$ cat src/rtl/rsmp_pkg.sv
`default_nettype none
// ----------------------------------------------------------------------------
// rsmp_pkg: shared types and constants of the 1-D box-average resampler
// Field widths, register indexes and the command word passed from the
// front end to the back end.
// ----------------------------------------------------------------------------
package rsmp_pkg;

   // sizes and positions are 13-bit counts
   localparam int POS_W = 13;
   localparam int SAMPLE_W = 16;
   // a group sum of up to 8191 samples
   localparam int SUM_W = SAMPLE_W + POS_W;

   localparam int CSR_ADDR_W = 4;
   localparam int CSR_DATA_W = 16;

   localparam logic [CSR_ADDR_W-1:0] CSR_IN_SIZE = CSR_ADDR_W'(0);
   localparam logic [CSR_ADDR_W-1:0] CSR_OUT_SIZE = CSR_ADDR_W'(1);

   localparam logic [POS_W-1:0] RESET_SIZE = POS_W'(256);

   // command queue between front and back end
   localparam int QUEUE_DEPTH = 2;

   // avg = 1: divide sum by len and emit one result
   // avg = 0: repeat sum[SAMPLE_W-1:0] len times
   typedef struct packed {
      logic             avg;
      logic             last;
      logic             err;
      logic [SUM_W-1:0] sum;
      logic [POS_W-1:0] len;
   } cmd_type;

   typedef struct packed {
      logic full;
      logic empty;
   } queue_stat_type;

endpackage
`default_nettype wire

$ cat src/rtl/rsmp_queue.sv
`default_nettype none
// ----------------------------------------------------------------------------
// rsmp_queue: short command queue
// Register FIFO that decouples the front end from the back end.
// ----------------------------------------------------------------------------
module rsmp_queue (
   input  wire logic                    clock,
   input  wire logic                    reset,
   input  wire logic                    push,
   input  rsmp_pkg::cmd_type            push_cmd,
   input  wire logic                    pop,
   output rsmp_pkg::cmd_type            pop_cmd,
   output rsmp_pkg::queue_stat_type     stat
);
   import rsmp_pkg::*;

   localparam int PTR_W = (QUEUE_DEPTH > 1) ? $clog2(QUEUE_DEPTH) : 1;
   localparam int CNT_W = $clog2(QUEUE_DEPTH + 1);
   localparam logic [PTR_W-1:0] LAST_PTR = PTR_W'(QUEUE_DEPTH - 1);

   cmd_type entries_ff [QUEUE_DEPTH];
   cmd_type entries_in [QUEUE_DEPTH];
   logic [PTR_W-1:0] wr_ptr_ff, wr_ptr_in;
   logic [PTR_W-1:0] rd_ptr_ff, rd_ptr_in;
   logic [CNT_W-1:0] count_ff, count_in;

   // store on push, advance pointers, track fill
   always_comb begin
      entries_in = entries_ff;
      wr_ptr_in = wr_ptr_ff;
      rd_ptr_in = rd_ptr_ff;
      count_in = count_ff;
      if (push) begin
         entries_in[wr_ptr_ff] = push_cmd;
         wr_ptr_in = (wr_ptr_ff == LAST_PTR) ? '0 : wr_ptr_ff + PTR_W'(1);
      end
      if (pop) begin
         rd_ptr_in = (rd_ptr_ff == LAST_PTR) ? '0 : rd_ptr_ff + PTR_W'(1);
      end
      if (push && !pop) begin
         count_in = count_ff + CNT_W'(1);
      end else if (pop && !push) begin
         count_in = count_ff - CNT_W'(1);
      end
   end

   always_ff @(posedge clock) begin
      if (reset) begin
         wr_ptr_ff <= '0;
         rd_ptr_ff <= '0;
         count_ff <= '0;
      end else begin
         wr_ptr_ff <= wr_ptr_in;
         rd_ptr_ff <= rd_ptr_in;
         count_ff <= count_in;
      end
      entries_ff <= entries_in;
   end

   assign pop_cmd = entries_ff[rd_ptr_ff];
   assign stat.full = (count_ff == CNT_W'(QUEUE_DEPTH));
   assign stat.empty = (count_ff == '0);

endmodule
`default_nettype wire

$ cat src/rtl/rsmp_front.sv
`default_nettype none
// ----------------------------------------------------------------------------
// rsmp_front: size registers, ratio divider and item classification
// Holds the pass state, decides for each item whether it closes a group
// (shrink) or how many copies it gets (grow), and issues commands.
// ----------------------------------------------------------------------------
module rsmp_front #(
   parameter int MAX_LEN = 4096,
   parameter int MAX_REPEAT = 64
) (
   input  wire logic                                clock,
   input  wire logic                                reset,
   input  wire logic                                csr_valid,
   input  wire logic [rsmp_pkg::CSR_ADDR_W-1:0]     csr_index,
   input  wire logic [rsmp_pkg::CSR_DATA_W-1:0]     csr_wdata,
   input  wire logic                                req_push,
   input  wire logic [rsmp_pkg::SAMPLE_W-1:0]       req_sample,
   output logic                                     req_full,
   input  wire logic                                q_full,
   output logic                                     q_push,
   output rsmp_pkg::cmd_type                        q_cmd
);
   import rsmp_pkg::*;

   localparam int STEP_W = $clog2(POS_W + 1);
   localparam logic [POS_W:0] REPEAT_CAP = (POS_W + 1)'(MAX_REPEAT);

   typedef enum logic [1:0] {
      RATIO_LOAD,
      RATIO_RUN,
      RATIO_DONE
   } ratio_state_type;

   function automatic logic [POS_W-1:0] eff_size(input logic [POS_W-1:0] v);
      logic [POS_W-1:0] e;
      if (v == '0) begin
         e = POS_W'(1);
      end else if (32'(v) > MAX_LEN) begin
         e = POS_W'(MAX_LEN);
      end else begin
         e = v;
      end
      return e;
   endfunction

   ratio_state_type ratio_state_ff, ratio_state_in;
   logic [POS_W-1:0] in_size_ff, in_size_in;
   logic [POS_W-1:0] out_size_ff, out_size_in;
   logic             shrink_ff, shrink_in;
   logic [POS_W-1:0] dvd_ff, dvd_in;    // dividend, then the ratio
   logic [POS_W-1:0] dvs_ff, dvs_in;    // divisor
   logic [POS_W-1:0] prem_ff, prem_in;  // partial remainder, then the remainder
   logic [STEP_W-1:0] step_ff, step_in;
   logic [SUM_W-1:0] sum_ff, sum_in;
   logic [POS_W-1:0] fill_ff, fill_in;
   logic [POS_W-1:0] acc_ff, acc_in;
   logic [POS_W-1:0] pos_ff, pos_in;

   logic [POS_W-1:0] ni, no;
   logic             csr_hit;
   logic [POS_W:0]   trial, trial_diff;
   logic             trial_ge;
   logic             accept, last;
   logic [POS_W:0]   nacc, nacc_diff, len, fill_new;
   logic             extra, emit, capped;
   logic [SUM_W-1:0] sum_new;

   assign ni = eff_size(in_size_ff);
   assign no = eff_size(out_size_ff);
   assign csr_hit = csr_valid && (csr_index == CSR_IN_SIZE || csr_index == CSR_OUT_SIZE);

   assign req_full = (ratio_state_ff != RATIO_DONE) || q_full;
   assign accept = req_push && !req_full;

   // one restoring division step for the ratio
   assign trial = {prem_ff, dvd_ff[POS_W-1]};
   assign trial_ge = (trial >= {1'b0, dvs_ff});
   assign trial_diff = trial - {1'b0, dvs_ff};

   // classify the item against the current group or run
   assign last = ({1'b0, pos_ff} + (POS_W + 1)'(1)) >= {1'b0, ni};
   assign nacc = {1'b0, acc_ff} + {1'b0, prem_ff};
   assign extra = (nacc >= {1'b0, dvs_ff});
   assign nacc_diff = nacc - {1'b0, dvs_ff};
   assign len = {1'b0, dvd_ff} + (POS_W + 1)'(extra);
   assign sum_new = sum_ff + SUM_W'(req_sample);
   assign fill_new = {1'b0, fill_ff} + (POS_W + 1)'(1);
   assign emit = (fill_new >= len) || last;
   assign capped = (len > REPEAT_CAP);

   always_comb begin
      q_cmd.avg = shrink_ff;
      q_cmd.last = last;
      if (shrink_ff) begin
         q_cmd.err = 1'b0;
         q_cmd.sum = sum_new;
         q_cmd.len = fill_new[POS_W-1:0];
      end else begin
         q_cmd.err = capped;
         q_cmd.sum = SUM_W'(req_sample);
         q_cmd.len = capped ? REPEAT_CAP[POS_W-1:0] : len[POS_W-1:0];
      end
   end

   assign q_push = accept && (!shrink_ff || emit);

   always_comb begin
      ratio_state_in = ratio_state_ff;
      in_size_in = in_size_ff;
      out_size_in = out_size_ff;
      shrink_in = shrink_ff;
      dvd_in = dvd_ff;
      dvs_in = dvs_ff;
      prem_in = prem_ff;
      step_in = step_ff;
      sum_in = sum_ff;
      fill_in = fill_ff;
      acc_in = acc_ff;
      pos_in = pos_ff;

      // run the ratio divider after reset or a size write
      case (ratio_state_ff)
         RATIO_LOAD: begin
            shrink_in = (ni > no);
            dvd_in = (ni > no) ? ni : no;
            dvs_in = (ni > no) ? no : ni;
            prem_in = '0;
            step_in = STEP_W'(POS_W);
            ratio_state_in = RATIO_RUN;
         end
         RATIO_RUN: begin
            prem_in = trial_ge ? trial_diff[POS_W-1:0] : trial[POS_W-1:0];
            dvd_in = {dvd_ff[POS_W-2:0], trial_ge};
            step_in = step_ff - STEP_W'(1);
            if (step_ff == STEP_W'(1)) begin
               ratio_state_in = RATIO_DONE;
            end
         end
         RATIO_DONE: begin
            ratio_state_in = RATIO_DONE;
         end
         default: begin
            ratio_state_in = RATIO_LOAD;
         end
      endcase

      // accumulate the group, advance the remainder, wrap at pass end
      if (accept) begin
         if (shrink_ff) begin
            if (emit) begin
               sum_in = '0;
               fill_in = '0;
               acc_in = extra ? nacc_diff[POS_W-1:0] : nacc[POS_W-1:0];
            end else begin
               sum_in = sum_new;
               fill_in = fill_new[POS_W-1:0];
            end
         end else begin
            acc_in = extra ? nacc_diff[POS_W-1:0] : nacc[POS_W-1:0];
         end
         if (last) begin
            sum_in = '0;
            fill_in = '0;
            acc_in = '0;
            pos_in = '0;
         end else begin
            pos_in = pos_ff + POS_W'(1);
         end
      end

      // a size write restarts the pass and the ratio
      if (csr_hit) begin
         if (csr_index == CSR_IN_SIZE) begin
            in_size_in = csr_wdata[POS_W-1:0];
         end else begin
            out_size_in = csr_wdata[POS_W-1:0];
         end
         sum_in = '0;
         fill_in = '0;
         acc_in = '0;
         pos_in = '0;
         ratio_state_in = RATIO_LOAD;
      end
   end

   always_ff @(posedge clock) begin
      if (reset) begin
         ratio_state_ff <= RATIO_LOAD;
         in_size_ff <= RESET_SIZE;
         out_size_ff <= RESET_SIZE;
         sum_ff <= '0;
         fill_ff <= '0;
         acc_ff <= '0;
         pos_ff <= '0;
      end else begin
         ratio_state_ff <= ratio_state_in;
         in_size_ff <= in_size_in;
         out_size_ff <= out_size_in;
         sum_ff <= sum_in;
         fill_ff <= fill_in;
         acc_ff <= acc_in;
         pos_ff <= pos_in;
      end
      shrink_ff <= shrink_in;
      dvd_ff <= dvd_in;
      dvs_ff <= dvs_in;
      prem_ff <= prem_in;
      step_ff <= step_in;
   end

endmodule
`default_nettype wire

$ cat src/rtl/rsmp_back.sv
`default_nettype none
// ----------------------------------------------------------------------------
// rsmp_back: average divider, repeater and result register
// Carries out queued commands: divides a group sum by its fill count, or
// emits a run of copies, one result per free output slot.
// ----------------------------------------------------------------------------
module rsmp_back (
   input  wire logic                            clock,
   input  wire logic                            reset,
   input  rsmp_pkg::queue_stat_type             q_stat,
   input  rsmp_pkg::cmd_type                    q_cmd,
   output logic                                 q_pop,
   input  wire logic                            rsp_pop,
   output logic                                 rsp_empty,
   output logic [rsmp_pkg::SAMPLE_W-1:0]        rsp_value,
   output logic                                 rsp_run_end,
   output logic                                 rsp_pass_end,
   output logic                                 rsp_error
);
   import rsmp_pkg::*;

   localparam int STEP_W = $clog2(SAMPLE_W + 1);

   typedef enum logic [1:0] {
      BACK_IDLE,
      BACK_DIV,
      BACK_EMIT,
      BACK_REP
   } back_state_type;

   back_state_type state_ff, state_in;
   logic [POS_W-1:0]    prem_ff, prem_in;
   logic [SAMPLE_W-1:0] quo_ff, quo_in;     // dividend bits, then quotient; copy value
   logic [POS_W-1:0]    dvs_ff, dvs_in;
   logic [STEP_W-1:0]   step_ff, step_in;
   logic [POS_W-1:0]    left_ff, left_in;
   logic                last_ff, last_in;
   logic                err_ff, err_in;
   logic                out_valid_ff, out_valid_in;
   logic [SAMPLE_W-1:0] value_ff, value_in;
   logic                run_end_ff, run_end_in;
   logic                pass_end_ff, pass_end_in;
   logic                error_ff, error_in;

   logic           slot_free;
   logic [POS_W:0] trial, trial_diff;
   logic           trial_ge;

   assign slot_free = !out_valid_ff || rsp_pop;

   // one restoring division step of the average
   assign trial = {prem_ff, quo_ff[SAMPLE_W-1]};
   assign trial_ge = (trial >= {1'b0, dvs_ff});
   assign trial_diff = trial - {1'b0, dvs_ff};

   always_comb begin
      state_in = state_ff;
      prem_in = prem_ff;
      quo_in = quo_ff;
      dvs_in = dvs_ff;
      step_in = step_ff;
      left_in = left_ff;
      last_in = last_ff;
      err_in = err_ff;
      out_valid_in = out_valid_ff && !rsp_pop;
      value_in = value_ff;
      run_end_in = run_end_ff;
      pass_end_in = pass_end_ff;
      error_in = error_ff;
      q_pop = 1'b0;

      case (state_ff)
         // take the next command
         BACK_IDLE: begin
            if (!q_stat.empty) begin
               q_pop = 1'b1;
               last_in = q_cmd.last;
               err_in = q_cmd.err;
               quo_in = q_cmd.sum[SAMPLE_W-1:0];
               if (q_cmd.avg) begin
                  prem_in = q_cmd.sum[SUM_W-1:SAMPLE_W];
                  dvs_in = q_cmd.len;
                  step_in = STEP_W'(SAMPLE_W);
                  state_in = BACK_DIV;
               end else begin
                  left_in = q_cmd.len;
                  state_in = BACK_REP;
               end
            end
         end
         // shift in one quotient bit a cycle
         BACK_DIV: begin
            prem_in = trial_ge ? trial_diff[POS_W-1:0] : trial[POS_W-1:0];
            quo_in = {quo_ff[SAMPLE_W-2:0], trial_ge};
            step_in = step_ff - STEP_W'(1);
            if (step_ff == STEP_W'(1)) begin
               state_in = BACK_EMIT;
            end
         end
         // hold the average until the result slot frees
         BACK_EMIT: begin
            if (slot_free) begin
               out_valid_in = 1'b1;
               value_in = quo_ff;
               run_end_in = 1'b1;
               pass_end_in = last_ff;
               error_in = 1'b0;
               state_in = BACK_IDLE;
            end
         end
         // emit one copy per free slot
         BACK_REP: begin
            if (slot_free) begin
               out_valid_in = 1'b1;
               value_in = quo_ff;
               run_end_in = (left_ff == POS_W'(1));
               pass_end_in = (left_ff == POS_W'(1)) && last_ff;
               error_in = err_ff;
               left_in = left_ff - POS_W'(1);
               if (left_ff == POS_W'(1)) begin
                  state_in = BACK_IDLE;
               end
            end
         end
         default: begin
            state_in = BACK_IDLE;
         end
      endcase
   end

   always_ff @(posedge clock) begin
      if (reset) begin
         state_ff <= BACK_IDLE;
         out_valid_ff <= 1'b0;
      end else begin
         state_ff <= state_in;
         out_valid_ff <= out_valid_in;
      end
      prem_ff <= prem_in;
      quo_ff <= quo_in;
      dvs_ff <= dvs_in;
      step_ff <= step_in;
      left_ff <= left_in;
      last_ff <= last_in;
      err_ff <= err_in;
      value_ff <= value_in;
      run_end_ff <= run_end_in;
      pass_end_ff <= pass_end_in;
      error_ff <= error_in;
   end

   assign rsp_empty = !out_valid_ff;
   assign rsp_value = value_ff;
   assign rsp_run_end = run_end_ff;
   assign rsp_pass_end = pass_end_ff;
   assign rsp_error = error_ff;

endmodule
`default_nettype wire

$ cat src/rtl/box_average_resampler_1d.sv
`default_nettype none
// ----------------------------------------------------------------------------
// box_average_resampler_1d: one-dimensional box-average resampler
// Shrinks a sample stream by floored group averages or grows it by repeated
// copies, with exact rational group lengths and capped repeat runs.
// ----------------------------------------------------------------------------
//
//   channel   direction  handshake               payload
//   req_      in         push / full             sample
//   rsp_      out        empty / pop             value, run_end, pass_end, error
//   csr_      in         valid / ready (=1)      index, wdata
//
// The front end takes one item per cycle while the ratio is ready and the
// two-entry command queue has room. For a shrink group the back end takes
// the command, runs its bit-serial average divider and loads the result
// register; for a grow run it takes the command and then emits one copy per
// free result slot.
// After reset and after each size write, full stays high while the 13-step
// ratio divider runs. Reset is synchronous and active high.
// The result register lets the back end finish the next average while a
// result waits to be popped.
// ----------------------------------------------------------------------------
module box_average_resampler_1d #(
   parameter int MAX_LEN = 4096,
   parameter int MAX_REPEAT = 64
) (
   input  wire logic                                clock,
   input  wire logic                                reset,
   input  wire logic                                req_push,
   input  wire logic [rsmp_pkg::SAMPLE_W-1:0]       req_sample,
   output logic                                     req_full,
   output logic                                     rsp_empty,
   input  wire logic                                rsp_pop,
   output logic [rsmp_pkg::SAMPLE_W-1:0]            rsp_value,
   output logic                                     rsp_run_end,
   output logic                                     rsp_pass_end,
   output logic                                     rsp_error,
   input  wire logic                                csr_valid,
   output logic                                     csr_ready,
   input  wire logic [rsmp_pkg::CSR_ADDR_W-1:0]     csr_index,
   input  wire logic [rsmp_pkg::CSR_DATA_W-1:0]     csr_wdata
);
   import rsmp_pkg::*;

   logic           q_push, q_pop;
   cmd_type        push_cmd, pop_cmd;
   queue_stat_type q_stat;

   assign csr_ready = 1'b1;

   // classify items and issue commands
   rsmp_front #(
      .MAX_LEN    (MAX_LEN),
      .MAX_REPEAT (MAX_REPEAT)
   ) u_front (
      .clock      (clock),
      .reset      (reset),
      .csr_valid  (csr_valid),
      .csr_index  (csr_index),
      .csr_wdata  (csr_wdata),
      .req_push   (req_push),
      .req_sample (req_sample),
      .req_full   (req_full),
      .q_full     (q_stat.full),
      .q_push     (q_push),
      .q_cmd      (push_cmd)
   );

   // decouple front and back
   rsmp_queue u_queue (
      .clock    (clock),
      .reset    (reset),
      .push     (q_push),
      .push_cmd (push_cmd),
      .pop      (q_pop),
      .pop_cmd  (pop_cmd),
      .stat     (q_stat)
   );

   // divide or repeat, and hold the result
   rsmp_back u_back (
      .clock        (clock),
      .reset        (reset),
      .q_stat       (q_stat),
      .q_cmd        (pop_cmd),
      .q_pop        (q_pop),
      .rsp_pop      (rsp_pop),
      .rsp_empty    (rsp_empty),
      .rsp_value    (rsp_value),
      .rsp_run_end  (rsp_run_end),
      .rsp_pass_end (rsp_pass_end),
      .rsp_error    (rsp_error)
   );

   // the last result of a pass also closes its run
   a_pass_end_run_end: assert property (@(posedge clock) disable iff (reset)
      (!rsp_empty && rsp_pass_end) |-> rsp_run_end)
      else $error("pass_end without run_end");

   // a size write blocks items while the ratio is recomputed
   a_cfg_blocks_items: assert property (@(posedge clock) disable iff (reset)
      (csr_valid && csr_ready && (csr_index == CSR_IN_SIZE || csr_index == CSR_OUT_SIZE))
      |=> req_full)
      else $error("item accepted during ratio update");

   // queue status is consistent
   a_queue_stat: assert property (@(posedge clock) disable iff (reset)
      !(q_stat.full && q_stat.empty))
      else $error("queue full and empty at once");

   // no command is pushed into a full queue
   a_queue_no_overflow: assert property (@(posedge clock) disable iff (reset)
      q_stat.full |-> !q_push)
      else $error("push into full queue");

endmodule
`default_nettype wire
$ cat config.mk
export PLATFORM = sky130hd
export DESIGN_NAME = box_average_resampler_1d
export DESIGN_NICKNAME = d
export VERILOG_FILES = /design/src/rtl/rsmp_pkg.sv /design/src/rtl/rsmp_queue.sv /design/src/rtl/rsmp_front.sv /design/src/rtl/rsmp_back.sv /design/src/rtl/box_average_resampler_1d.sv
export SDC_FILE = /design/constraint.sdc
export NUM_CORES = 1
export LEC_CHECK = 0
export BUFFER_PORTS_ARGS = -buffer_cell sky130_fd_sc_hd__buf_4
export CORE_MARGIN = 8
export CORE_UTILIZATION = 25
export CTS_CLUSTER_DIAMETER = 150
export DETAILED_ROUTE_END_ITERATION = 8
export GPL_ROUTABILITY_DRIVEN = 0
export PLACE_DENSITY = 0.46
export SYNTH_ARGS = -nofsm -noshare
export SYNTH_HDL_FRONTEND = slang
export SYNTH_SLANG_ARGS = --single-unit
$ cat constraint.sdc
create_clock -name clock -period 8.5 [get_ports clock]
set_clock_uncertainty 0.1 [all_clocks]
set_input_delay 0.85 -clock clock [delete_from_list [all_inputs] [get_ports clock]]
set_output_delay 0.85 -clock clock [all_outputs]
set_load 0.005 [all_outputs]
==> impl_metrics.json <==
{
  "diodes": 0,
  "post-route-min-period_ns": 7.59,
  "ys_top_cells_by_count": "edfxtp_1, nand2_1, nor2_1",
  "path_common_cell": "ha_1",
  "powerDensity_nw_per_um2": 306,
  "portBuffers": 58,
  "muxShareOfSynthArea": 0.0463,
  "crit_slowest_cell": "edfxtp_1",
  "synth_fp_nets": 1932,
  "grt_pass1_vias": 12900,
  "fmax_mhz": 132,
  "cts_buffers": 37,
  "overflow": 0,
  "arrival_ns": 7.98,
  "worstSkewPairLatency_ns": 0.57,
  "crit_type": "reg -> reg",
  "synth_top_area_share": 0.360,
  "max_stage_delay_ns": 0.46,
  "top_usage_layer": "met2",
  "p_leak_nw": 7.88,
  "viasPerCell": 4.62,
  "routed_wl_um": 44600,
  "synth.most_common_cell": "edfxtp_1",
  "synth_compound_area_frac": 0.141,
  "core-area_um2": 71200,
  "cts_hold_buf": 0,
  "wl_per_cell_um": 16.0,
  "dp_hpwl_um": 32500,
  "pin_count": 63,
  "cts_max_level": 2,
  "synthAdderAreaFrac": 0.0901,
  "path_clk_slew_ns": 0.06,
  "vias": 12900,
  "synth_edf_count": 215,
  "cts_setup_buffers": 0,
  "worstSetupStartpointType": "flip-flop",
  "status": "finished clean",
  "met2_usage": 0.184,
  "ys.flop_type": "edfxtp_1",
  "synth-simple-area-share": 0.155,
  "die_height_um": 284,
  "finalSetupViolations": 0,
  "dr.pass1.iters": 5,
  "syn_area_per_cell_um2": 10.2,
  "fin_ws_ns": 0.906,
  "relSlewSlack": 0.276,
  "cts_tree": "done",
  "end_kind": "flip-flop",
  "min_period_over_period": 0.893,
  "syn_inst": 1765,
  "rows": 98,
  "fin_nets": 1976,
  "grt_use_total": 0.107,
  "die_w_um": 284,
  "ys_async_sr_fraction": 0,
  "cap_violations": 0,
  "hold_ws_ns": 0.345,
  "slew_viol_final": 0,
  "cts.path.max_buffers": 3,
  "post-place-ws_ns": 0.612,
  "start_util": 0.252,
  "hold_violations": 0,
  "synth_xor_area_frac": 0.0566,
  "critical_path.max_fanout": 23,
  "grt_pass1_wl_um": 70700,
  "synth.distinct_cells": 82,
  "drt_iter0_drc": 591,
  "ys_top_cells_by_area": "edfxtp_1, dfxtp_1, ha_1, a21oi_1, nand2_1",
  "clock-sinks": 318,
  "grt_util_met3": 0.0178,
  "layout-drive-gt1-share": 0.107,
  "cts_root_buffer": "clkbuf_16",
  "antenna_found_initial": 0,
  "synth_top_family_by_area": "simple AND/OR/NAND/NOR gates",
  "drtAntennaViolNets": 0,
  "hp-class": "reg -> reg",
  "fin_total_pwr_mw": 6.35,
  "grt_max_degree": 60,
  "yosysTopAreaCell": "edfxtp_1",
  "die_area_um2": 80500,
  "area_delta_synth_final_pct": 15.7,
  "worst_pin_slew_ns": 1.08,
  "yosys_warnings": 0,
  "vdd_drop_max_v": 0.000168,
  "ys_seq_area_frac": 0.475,
  "required_ns": 8.88,
  "synth_area_um2": 17900,
  "met1_usage": 0.135,
  "rsz0062_at_grt": "no",
  "ys_ff_latch": 318,
  "tns_ns": 0,
  "drc": 0
}
per-layer routing:
metal | vias up | share of wire
met5 | - | 0
met4 | 0 | 0.028
met3 | 75 | 0.028
met2 | 158 | 0.48
met1 | 6136 | 0.47
li1 | 6515 | -
power by group:
| group | switching (mW) | internal, mW |
|---|---|---|
| logic | 1.47 | 0.957 |
| clock network | 0.661 | 1.03 |
| registers | 0.176 | 2.06 |
| total | 2.31 | 4.04 |
cell type report:
class	count	area [um2]
inverters	85	319
multi-input cells	1288	8800
repair buffers	79	593
well taps	950	1190
flip-flops and latches	318	8520
clock inverters	13	249
clock buffers	55	1060
fillers	7400	50500
logic make-up after synthesis:
logic type / after synthesis
simple gates: 572
compound gates: 395
flops: 318
buf+inv: 159
fa+ha+maj: 126
xor+xnor: 115
mux: 79
other cells: 1
final timing paths:
check,from,endpoint,slack [ns],depth (start not counted)
setup / recovery,u_front.prem_ff[0],u_front.sum_ff[17],0.91,31
hold / removal,u_back.quo_ff[1],u_back.rsp_value[1],0.34,0
setup reg to reg,u_front.prem_ff[0],u_front.sum_ff[17],0.91,31
hold reg to reg,u_back.quo_ff[1],u_back.rsp_value[1],0.34,0
timing repair:
item	CTS	global route
resized for setup	0	2
endpoints found under the setup margin	0	6
hold endpoints to repair	0	0
through the flow:
stage	util	instances	instance area (um2)
floorplan	-	1765	17900
global placement	0.273	2720	19400
detailed placement	0.273	2720	19400
CTS	0.291	2788	20700
global route	0.291	2788	20700
finish	0.291	2788	20700
worst max-delay path, delay by kind of cell, from the launching register on:
kind | cells | cell delay, ns
compound gates | 13 | 2.49
fa+ha+maj | 6 | 1.81
simple gates | 8 | 1.71
buf+inv | 2 | 0.48
flops | 1 | 0.46
xor+xnor | 2 | 0.46
placed cells by master, fill, tap and decap left out, drive strengths merged, types with 13 or more instances in the layout:
cell type,netlist,final
clkbuf,56,55
nand4,16,16
mux2,31,31
a31oi,15,15
xor2,50,50
and3,28,28
edfxtp,215,215
inv,85,86
nor2,159,159
buf,18,79
nand2b,13,13
a21oi,144,144
dfxtp,103,103
o21ai,78,78
a32oi,16,16
a211oi,26,26
a21o,29,29
nand2,166,166
mux2i,48,48
ha,121,121
nor2b,44,44
xnor2,65,65
nand3,44,44
nor3,32,32
flip-flops by register name (all words and copies together) (netlist names), 16 cells and up:
name                count
u_back.rsp_value       16
u_back.quo_ff          16
u_front.sum_ff         29
u_queue.entries_ff     90
No activity file was read; power rests on OpenSTA's default activity.
